<file path="config.mk">
export PLATFORM = sky130hd
export DESIGN_NAME = sha224_byte_stream_hasher
export DESIGN_NICKNAME = d
export VERILOG_FILES = /design/src/sv/sha224_pkg.sv /design/src/sv/sha224_dp.sv /design/src/sv/sha224_ctrl.sv /design/src/sv/sha224_byte_stream_hasher.sv
export SDC_FILE = /design/constraint.sdc
export NUM_CORES = 2
export LEC_CHECK = 0
export BUFFER_PORTS_ARGS = -buffer_cell sky130_fd_sc_hd__buf_2
export CORE_UTILIZATION = 45
export DETAILED_ROUTE_END_ITERATION = 7
export PLACE_DENSITY = 0.59
export SETUP_SLACK_MARGIN = 0.2
export SLEW_MARGIN = 20
export SYNTH_ARGS = -nofsm -noshare
export SYNTH_HDL_FRONTEND = slang
export SYNTH_SLANG_ARGS = --single-unit
</file>
<file path="constraint.sdc">
create_clock -name clk -period 14.8 [get_ports clk]
set_clock_uncertainty 0.1 [all_clocks]
set_input_delay 0.74 -clock clk [delete_from_list [all_inputs] [get_ports clk]]
set_output_delay 0.74 -clock clk [all_outputs]
set_load 0.02 [all_outputs]
</file>
<file path="src/sv/sha224_pkg.sv">
`timescale 1ns / 1ps
`default_nettype none
package sha224_pkg;

  // Pad positions, last round, last digest word
  localparam logic [5:0] POS_LAST = 6'd63;
  localparam logic [5:0] POS_LEN  = 6'd56;
  localparam logic [5:0] RND_LAST = 6'd63;
  localparam logic [2:0] WORD_LAST = 3'd6;

  // Source of the byte shifted into the block
  localparam logic [1:0] BYTE_DATA = 2'd0;
  localparam logic [1:0] BYTE_PAD  = 2'd1;
  localparam logic [1:0] BYTE_ZERO = 2'd2;
  localparam logic [1:0] BYTE_LEN  = 2'd3;

  localparam logic [7:0] PAD_BYTE = 8'h80;

  localparam logic [31:0] INIT_H [0:7] = '{
    32'hc1059ed8, 32'h367cd507, 32'h3070dd17, 32'hf70e5939,
    32'hffc00b31, 32'h68581511, 32'h64f98fa7, 32'hbefa4fa4
  };

  localparam logic [31:0] ROUND_K [0:63] = '{
    32'h428a2f98, 32'h71374491, 32'hb5c0fbcf, 32'he9b5dba5,
    32'h3956c25b, 32'h59f111f1, 32'h923f82a4, 32'hab1c5ed5,
    32'hd807aa98, 32'h12835b01, 32'h243185be, 32'h550c7dc3,
    32'h72be5d74, 32'h80deb1fe, 32'h9bdc06a7, 32'hc19bf174,
    32'he49b69c1, 32'hefbe4786, 32'h0fc19dc6, 32'h240ca1cc,
    32'h2de92c6f, 32'h4a7484aa, 32'h5cb0a9dc, 32'h76f988da,
    32'h983e5152, 32'ha831c66d, 32'hb00327c8, 32'hbf597fc7,
    32'hc6e00bf3, 32'hd5a79147, 32'h06ca6351, 32'h14292967,
    32'h27b70a85, 32'h2e1b2138, 32'h4d2c6dfc, 32'h53380d13,
    32'h650a7354, 32'h766a0abb, 32'h81c2c92e, 32'h92722c85,
    32'ha2bfe8a1, 32'ha81a664b, 32'hc24b8b70, 32'hc76c51a3,
    32'hd192e819, 32'hd6990624, 32'hf40e3585, 32'h106aa070,
    32'h19a4c116, 32'h1e376c08, 32'h2748774c, 32'h34b0bcb5,
    32'h391c0cb3, 32'h4ed8aa4a, 32'h5b9cca4f, 32'h682e6ff3,
    32'h748f82ee, 32'h78a5636f, 32'h84c87814, 32'h8cc70208,
    32'h90befffa, 32'ha4506ceb, 32'hbef9a3f7, 32'hc67178f2
  };

  // Commands from the controller to the datapath
  typedef struct packed {
    logic       shift_en;
    logic [1:0] byte_sel;
    logic       len_scale;
    logic       load_vars;
    logic       round_en;
    logic [5:0] rnd;
    logic       fold;
    logic       restart;
    logic [2:0] word_idx;
  } cmd_t;

  // Status from the datapath to the controller
  typedef struct packed {
    logic [5:0] pos;
  } status_t;

endpackage
`default_nettype wire

</file>
<file path="src/sv/sha224_dp.sv">
`timescale 1ns / 1ps
`default_nettype none
module sha224_dp (
  input  wire logic               clk,
  input  wire logic               rst,
  input  wire sha224_pkg::cmd_t   cmd,
  input  wire logic [7:0]         data_byte,
  output sha224_pkg::status_t     status,
  output logic [31:0]             digest_word
);

  function automatic logic [31:0] ror(input logic [31:0] x, input int unsigned n);
    ror = (x >> n) | (x << (32 - n));
  endfunction

  function automatic logic [31:0] bsig0(input logic [31:0] x);
    bsig0 = ror(x, 2) ^ ror(x, 13) ^ ror(x, 22);
  endfunction

  function automatic logic [31:0] bsig1(input logic [31:0] x);
    bsig1 = ror(x, 6) ^ ror(x, 11) ^ ror(x, 25);
  endfunction

  function automatic logic [31:0] ssig0(input logic [31:0] x);
    ssig0 = ror(x, 7) ^ ror(x, 18) ^ (x >> 3);
  endfunction

  function automatic logic [31:0] ssig1(input logic [31:0] x);
    ssig1 = ror(x, 17) ^ ror(x, 19) ^ (x >> 10);
  endfunction

  // Block buffer doubles as the schedule window; word t sits in the top 32 bits
  logic [511:0] blk;
  logic [5:0]   pos;
  logic [63:0]  len;
  logic [31:0]  hash [0:7];
  logic [31:0]  va, vb, vc, vd, ve, vf, vg, vh;

  logic [7:0]   shift_byte;
  logic [31:0]  w_cur, w_new, t1, t2;

  // Select the byte to append
  always_comb begin
    unique case (cmd.byte_sel)
      sha224_pkg::BYTE_DATA: shift_byte = data_byte;
      sha224_pkg::BYTE_PAD:  shift_byte = sha224_pkg::PAD_BYTE;
      sha224_pkg::BYTE_ZERO: shift_byte = 8'h00;
      sha224_pkg::BYTE_LEN:  shift_byte = len[63:56];
      default:               shift_byte = 8'h00;
    endcase
  end

  // Round logic and next schedule word
  assign w_cur = blk[511:480];
  assign w_new = ssig1(blk[63:32]) + blk[223:192] + ssig0(blk[479:448]) + w_cur;
  assign t1 = vh + bsig1(ve) + (vg ^ (ve & (vf ^ vg))) + sha224_pkg::ROUND_K[cmd.rnd] + w_cur;
  assign t2 = bsig0(va) + ((va & vb) | (vc & (va | vb)));

  // Shift bytes in, or advance the schedule window
  always_ff @(posedge clk) begin
    if (cmd.shift_en) begin
      blk <= {blk[503:0], shift_byte};
    end else if (cmd.round_en) begin
      blk <= {blk[479:0], w_new};
    end
  end

  // Track fill position and message length
  always_ff @(posedge clk) begin
    if (rst) begin
      pos <= '0;
      len <= '0;
    end else begin
      if (cmd.shift_en) begin
        pos <= pos + 6'd1;
      end
      if (cmd.restart) begin
        len <= '0;
      end else if (cmd.len_scale) begin
        len <= len << 3;
      end else if (cmd.shift_en && cmd.byte_sel == sha224_pkg::BYTE_LEN) begin
        len <= len << 8;
      end else if (cmd.shift_en && cmd.byte_sel == sha224_pkg::BYTE_DATA) begin
        len <= len + 64'd1;
      end
    end
  end

  // Working variables
  always_ff @(posedge clk) begin
    if (cmd.load_vars) begin
      va <= hash[0]; vb <= hash[1]; vc <= hash[2]; vd <= hash[3];
      ve <= hash[4]; vf <= hash[5]; vg <= hash[6]; vh <= hash[7];
    end else if (cmd.round_en) begin
      vh <= vg; vg <= vf; vf <= ve;
      ve <= vd + t1;
      vd <= vc; vc <= vb; vb <= va;
      va <= t1 + t2;
    end
  end

  // Chaining words: fold after each block, reload after each digest
  always_ff @(posedge clk) begin
    if (rst || cmd.restart) begin
      for (int i = 0; i < 8; i++) begin
        hash[i] <= sha224_pkg::INIT_H[i];
      end
    end else if (cmd.fold) begin
      hash[0] <= hash[0] + va; hash[1] <= hash[1] + vb;
      hash[2] <= hash[2] + vc; hash[3] <= hash[3] + vd;
      hash[4] <= hash[4] + ve; hash[5] <= hash[5] + vf;
      hash[6] <= hash[6] + vg; hash[7] <= hash[7] + vh;
    end
  end

  assign status.pos  = pos;
  assign digest_word = hash[cmd.word_idx];

endmodule
`default_nettype wire

</file>
<file path="src/sv/sha224_ctrl.sv">
`timescale 1ns / 1ps
`default_nettype none
module sha224_ctrl (
  input  wire logic                 clk,
  input  wire logic                 rst,
  input  wire logic                 in_valid,
  output logic                      in_stall,
  input  wire logic                 kind,
  output logic                      out_valid,
  input  wire logic                 out_stall,
  output logic                      last_word,
  input  wire sha224_pkg::status_t  status,
  output sha224_pkg::cmd_t          cmd
);

  localparam logic [2:0] ST_IDLE  = 3'd0;
  localparam logic [2:0] ST_PAD   = 3'd1;
  localparam logic [2:0] ST_LEN   = 3'd2;
  localparam logic [2:0] ST_INIT  = 3'd3;
  localparam logic [2:0] ST_ROUND = 3'd4;
  localparam logic [2:0] ST_FOLD  = 3'd5;
  localparam logic [2:0] ST_OUT   = 3'd6;

  logic [2:0] state, state_next;
  logic [2:0] ret, ret_next;
  logic [5:0] rnd, rnd_next;
  logic [2:0] idx, idx_next;
  logic       block_full;

  assign block_full = (status.pos == sha224_pkg::POS_LAST);

  // Sequence padding, compression and digest output
  always_comb begin
    state_next   = state;
    ret_next     = ret;
    rnd_next     = rnd;
    idx_next     = idx;
    cmd          = '0;
    cmd.rnd      = rnd;
    cmd.word_idx = idx;
    unique case (state)
      ST_IDLE: begin
        if (in_valid) begin
          cmd.shift_en = 1'b1;
          if (!kind) begin
            cmd.byte_sel = sha224_pkg::BYTE_DATA;
            if (block_full) begin
              state_next = ST_INIT;
              ret_next   = ST_IDLE;
            end
          end else begin
            cmd.byte_sel  = sha224_pkg::BYTE_PAD;
            cmd.len_scale = 1'b1;
            ret_next      = ST_PAD;
            state_next    = block_full ? ST_INIT : ST_PAD;
          end
        end
      end
      ST_PAD: begin
        if (status.pos == sha224_pkg::POS_LEN) begin
          state_next = ST_LEN;
        end else begin
          cmd.shift_en = 1'b1;
          cmd.byte_sel = sha224_pkg::BYTE_ZERO;
          if (block_full) begin
            state_next = ST_INIT;
            ret_next   = ST_PAD;
          end
        end
      end
      ST_LEN: begin
        cmd.shift_en = 1'b1;
        cmd.byte_sel = sha224_pkg::BYTE_LEN;
        if (block_full) begin
          state_next = ST_INIT;
          ret_next   = ST_OUT;
        end
      end
      ST_INIT: begin
        cmd.load_vars = 1'b1;
        rnd_next      = '0;
        state_next    = ST_ROUND;
      end
      ST_ROUND: begin
        cmd.round_en = 1'b1;
        rnd_next     = rnd + 6'd1;
        if (rnd == sha224_pkg::RND_LAST) begin
          state_next = ST_FOLD;
        end
      end
      ST_FOLD: begin
        cmd.fold   = 1'b1;
        idx_next   = '0;
        state_next = ret;
      end
      ST_OUT: begin
        if (!out_stall) begin
          if (idx == sha224_pkg::WORD_LAST) begin
            cmd.restart = 1'b1;
            idx_next    = '0;
            state_next  = ST_IDLE;
          end else begin
            idx_next = idx + 3'd1;
          end
        end
      end
      default: begin
        state_next = ST_IDLE;
      end
    endcase
  end

  // Hold control registers
  always_ff @(posedge clk) begin
    if (rst) begin
      state <= ST_IDLE;
      ret   <= ST_IDLE;
      rnd   <= '0;
      idx   <= '0;
    end else begin
      state <= state_next;
      ret   <= ret_next;
      rnd   <= rnd_next;
      idx   <= idx_next;
    end
  end

  assign in_stall  = (state != ST_IDLE);
  assign out_valid = (state == ST_OUT);
  assign last_word = (state == ST_OUT) && (idx == sha224_pkg::WORD_LAST);

endmodule
`default_nettype wire

</file>
<file path="src/sv/sha224_byte_stream_hasher.sv">
`timescale 1ns / 1ps
`default_nettype none
// Channel  Direction  Handshake            Payload
// input    in         in_valid / in_stall   kind, data_byte
// output   out        out_valid / out_stall digest_word, last_word
//
// A byte that fills the block starts a compression: load, 64 rounds, fold.
// A finish shifts one pad byte a cycle through the shift buffer, pauses at the length
// slot, shifts in the length bytes, runs one or two compressions, then emits the seven
// digest words, held while out_stall is high.
// The single shared round unit, one round a cycle, sets the compression length.
// rst is synchronous: it loads the initial chaining words and clears the byte count.
// in_stall is high whenever a block is compressing, padding or the digest is emitted.
module sha224_byte_stream_hasher (
  input  wire logic        clk,
  input  wire logic        rst,
  input  wire logic        in_valid,
  output logic             in_stall,
  input  wire logic        kind,
  input  wire logic [7:0]  data_byte,
  output logic             out_valid,
  input  wire logic        out_stall,
  output logic [31:0]      digest_word,
  output logic             last_word
);

  sha224_pkg::cmd_t    cmd;
  sha224_pkg::status_t status;

  sha224_ctrl u_ctrl (
    .clk       (clk),
    .rst       (rst),
    .in_valid  (in_valid),
    .in_stall  (in_stall),
    .kind      (kind),
    .out_valid (out_valid),
    .out_stall (out_stall),
    .last_word (last_word),
    .status    (status),
    .cmd       (cmd)
  );

  sha224_dp u_dp (
    .clk         (clk),
    .rst         (rst),
    .cmd         (cmd),
    .data_byte   (data_byte),
    .status      (status),
    .digest_word (digest_word)
  );

  // Never take input while the digest is on offer
  a_no_overlap: assert property (@(posedge clk) disable iff (rst)
    !(out_valid && !in_stall))
    else $error("input accepted while digest pending");

  // Digest words only appear on a block boundary
  a_out_aligned: assert property (@(posedge clk) disable iff (rst)
    out_valid |-> (status.pos == 6'd0))
    else $error("digest emitted mid-block");

  // Buffer shift, round, load and fold are exclusive
  a_cmd_excl: assert property (@(posedge clk) disable iff (rst)
    $onehot0({cmd.shift_en, cmd.round_en, cmd.load_vars, cmd.fold}))
    else $error("conflicting datapath commands");

  // Last digest transfer returns the block to idle
  a_back_idle: assert property (@(posedge clk) disable iff (rst)
    (out_valid && !out_stall && last_word) |=> (!out_valid && !in_stall))
    else $error("not idle after last digest word");

endmodule
`default_nettype wire
</file>
==> results.md <==
- Largest register FFs: 512
- Resized cells post-CTS: 0
- Die footprint: 0.1707 mm^2
- Share of layout cells above drive strength 1: 0.06190
- Worst Setup Path Type: reg2reg
- Clock Path Buffers: 3
- Metal1 wirelength: 103500 um
- CP Launch Type: flop
- CP most frequent cell: a21oi_1
- Starting density of the core: 0.4539
- Core area: 0.1676 mm^2
- Worst Path Max Fanout: 32
- Hpwl dp: 172900 um
- Final critical-path required period: 10160 ps
- Synth Register Bits: 1111
- Largest Register: u_dp.blk
- # Post-CTS Setup Buffers: 0
- Largest registers: u_dp.blk (512), u_dp.hash (256), u_dp.len (64)
- Final Hold Viols: 0
- Internal power: 8.054 mW
- Slowest CP cell: ha_1
- Status: finished, final reports clean
- Register share of total power: 0.337
- Final worst path period share: 0.6865
- Worst slew pin tran: 1133 ps
- Initial DRC count: 6793
- Async SR Flop Fraction: 0
- Uppermost layer routed: met5
- WHS Path Cells: 3
- Routed Antenna Nets: 0
- Gate power share: 0.407
- Most frequent cells in the layout: nand2_1 (2440), edfxtp_1 (1024), a21oi_1 (429)
- Reg area: 0.03251 mm^2
- CTS H-tree lvls: 4
- R2R Setup Slk: 4640 ps
- Inserted Clock Buffers: 139
- Post-Syn Instances: 8186
- Aggregate routed wire length: 240200 um
- Commonest non-fill, non-tap cell in the layout: nand2_1
- EDFF count, synth: 1024
- Hold Path Origin: data_byte[2]
- DRC: 0
- GR Overflow Total: 0
- Synth Cell Area: 0.07608 mm^2
- Worst r2r dst: u_dp.va[29]
- R2R depth: 36
- Via count: 60300
- Nets: 8576
- Met3 WL: 17570 um
- Worst r2r src: u_ctrl.rnd[0]
- Pwr per Cell Area: 158.2 mW/mm^2
- Pre-antenna DRT Iters: 8
- Leakage power: 32.96 nW
- Sink Count: 1111
- Routability congestion estimate: 0.9833
- Tot Pwr: 13.02 mW
- Largest net degree at the start of global routing: 239
- Clock power frac: 0.256
- Fin. max-slew vios: 0
- Die height: 413.2 um
- Yosys warns: 0
- Setup-violating endpoint count in the final report: 0
- Port Buffers: 47
- DR vias/cell: 5.865
- Seq/Total Area, Yosys: 0.4271
- DR WL met2: 109300 um
- Setup tns final: 0 ps
- CP arrival: 10580 ps
- Relative max-transition margin: 0.2380
- Syn nets: 8788
- Fill cell count: 15740
- Maximum vdd drop: 0.1971 mV
- Diode count: 0
- Switching Share: 0.3813
- Initial antenna violation count: 6
- Post-cts hold buffer count: 0
- CTS tree: yes
- Die X: 413.2 um
- Clock Latency Late Sink: 820 ps
- Multi-input logic area: 0.04079 mm^2
- Post-Syn Area per Cell: 9.294 um^2
- CP Capture Type: flop
- # Max-Cap Violations: 0
- GRT Total Usage: 0.2793
- Primary FF master, synth: edfxtp_1
- Root Driver: clkbuf_16
- Worst hold path type: in2reg
- Crit-path max cell delay: 730 ps
- Global-route wire length before repair: 361300 um
- CP required: 15220 ps
- I/O Pins: 48
- Psw: 4.964 mW
- Unrepaired setup endpoints after global routing: false
- Area added between synthesis and finish: 8.169%
- FMAX: 0.09842 GHz
- Hold path endpoint: u_dp.blk[2]
- Rows: 150
- Avg WL per Cell: 23.36 um
- Netlist cell types: 105
- Worst-path clk slew: 60 ps
- Vias in the first global route: 57410
-- stage by stage --
stage,setup slack [ps],area [um^2],instances,hold slack (ps),utilization
2_1_floorplan,792.6,76080,8186,354.8,-
3_3_place_gp,4830,77930,10040,367.6,0.4650
3_5_place_dp,4758,77940,10040,375.2,0.4650
4_1_cts,4676,82290,10280,99.68,0.4910
5_1_grt,3861,82300,10280,172.9,0.4910
6_report,4639,82300,10280,156.1,0.4910
-- final cells by class --
type / instances / share of cell area
clock inverters: 67 / 0.006887
repair buffers: 108 / 0.009077
flip-flops and latches: 1111 / 0.3951
clock buffers: 177 / 0.04604
multi-input cells: 6315 / 0.4957
inverters: 299 / 0.01373
well taps: 2204 / 0.03351
-- how the worst max path moves through the flow --
stage	from	end	slack, ps
global placement	u_ctrl.rnd[0]	u_dp.va[29]	4830
global route	u_ctrl.rnd[0]	u_dp.va[29]	3860
detailed placement	u_ctrl.rnd[0]	u_dp.va[29]	4760
floorplan	u_dp.status[0]	u_dp.blk[0]	790
finish	u_ctrl.rnd[0]	u_dp.va[29]	4640
CTS	u_ctrl.rnd[0]	u_dp.va[29]	4680
-- power groups by stage --
stage	logic [mW]	clock network [mW]	registers (mW)
floorplan	3.92	0	4.30
detailed placement	5.24	0	4.44
global route	5.87	3.50	4.41
CTS	5.29	3.40	4.38
global placement	5.22	0	4.44
finish	5.30	3.34	4.38
-- synth_stat cells, types with 18 or more instances --
cell type,count,share of area
o21a_1,50,0.0049
nand2b_1,67,0.0055
edfxtp_1,1024,0.40
or2_2,18,0.0015
inv_1,294,0.015
o31ai_1,33,0.0033
dfxtp_1,87,0.023
mux2_2,39,0.0058
o211ai_1,31,0.0031
o22ai_1,23,0.0019
mux4_2,72,0.021
nor2_1,418,0.021
nand3_1,115,0.0076
or3_1,41,0.0034
ha_1,394,0.065
clkbuf_1,413,0.020
fa_1,195,0.051
a31oi_1,63,0.0052
and3_1,49,0.0040
nand4_1,40,0.0033
xor2_1,197,0.023
o21ai_0,358,0.024
nor3_1,90,0.0059
xnor2_1,392,0.045
o21bai_1,35,0.0035
and2_1,27,0.0022
maj3_1,27,0.0036
a211oi_1,59,0.0058
mux2i_1,33,0.0043
a311oi_1,34,0.0039
nor2b_1,57,0.0047
a21oi_1,432,0.028
nand2_1,2443,0.12
buf_1,35,0.0017
a21o_1,185,0.018
-- critical path: cells and delay by family (launching register included) --
| kind | cells | cell delay, ps |
|---|---|---|
| XOR/XNOR | 2 | 640 |
| AND/OR/NAND/NOR | 6 | 1220 |
| buffers and inverters | 4 | 950 |
| AO/OA/AOI/OAI | 16 | 3040 |
| flip-flops | 1 | 310 |
| adder cells (fa/ha/maj) | 8 | 3600 |
-- cells by family (layout without fill, tap and decap cells) --
| group | Yosys count | after routing | share of synthesized area |
|---|---|---|---|
| simple gates | 3447 | 3447 | 0.1880 |
| fa+ha+maj | 616 | 616 | 0.1197 |
| flops | 1111 | 1111 | 0.4271 |
| compound gates | 1518 | 1518 | 0.1280 |
| buf+inv | 760 | 651 | 0.03779 |
| xor+xnor | 590 | 590 | 0.06810 |
| mux | 144 | 144 | 0.03143 |
-- layer usage --
layer / vias up / global-route usage
met3: 443 / 0.04426
met4: 4 / 0.1088
met1: 29420 / 0.3867
met2: 2340 / 0.4377
met5: - / 0
li1: 28090 / -
(Power assumes the default switching activity.)
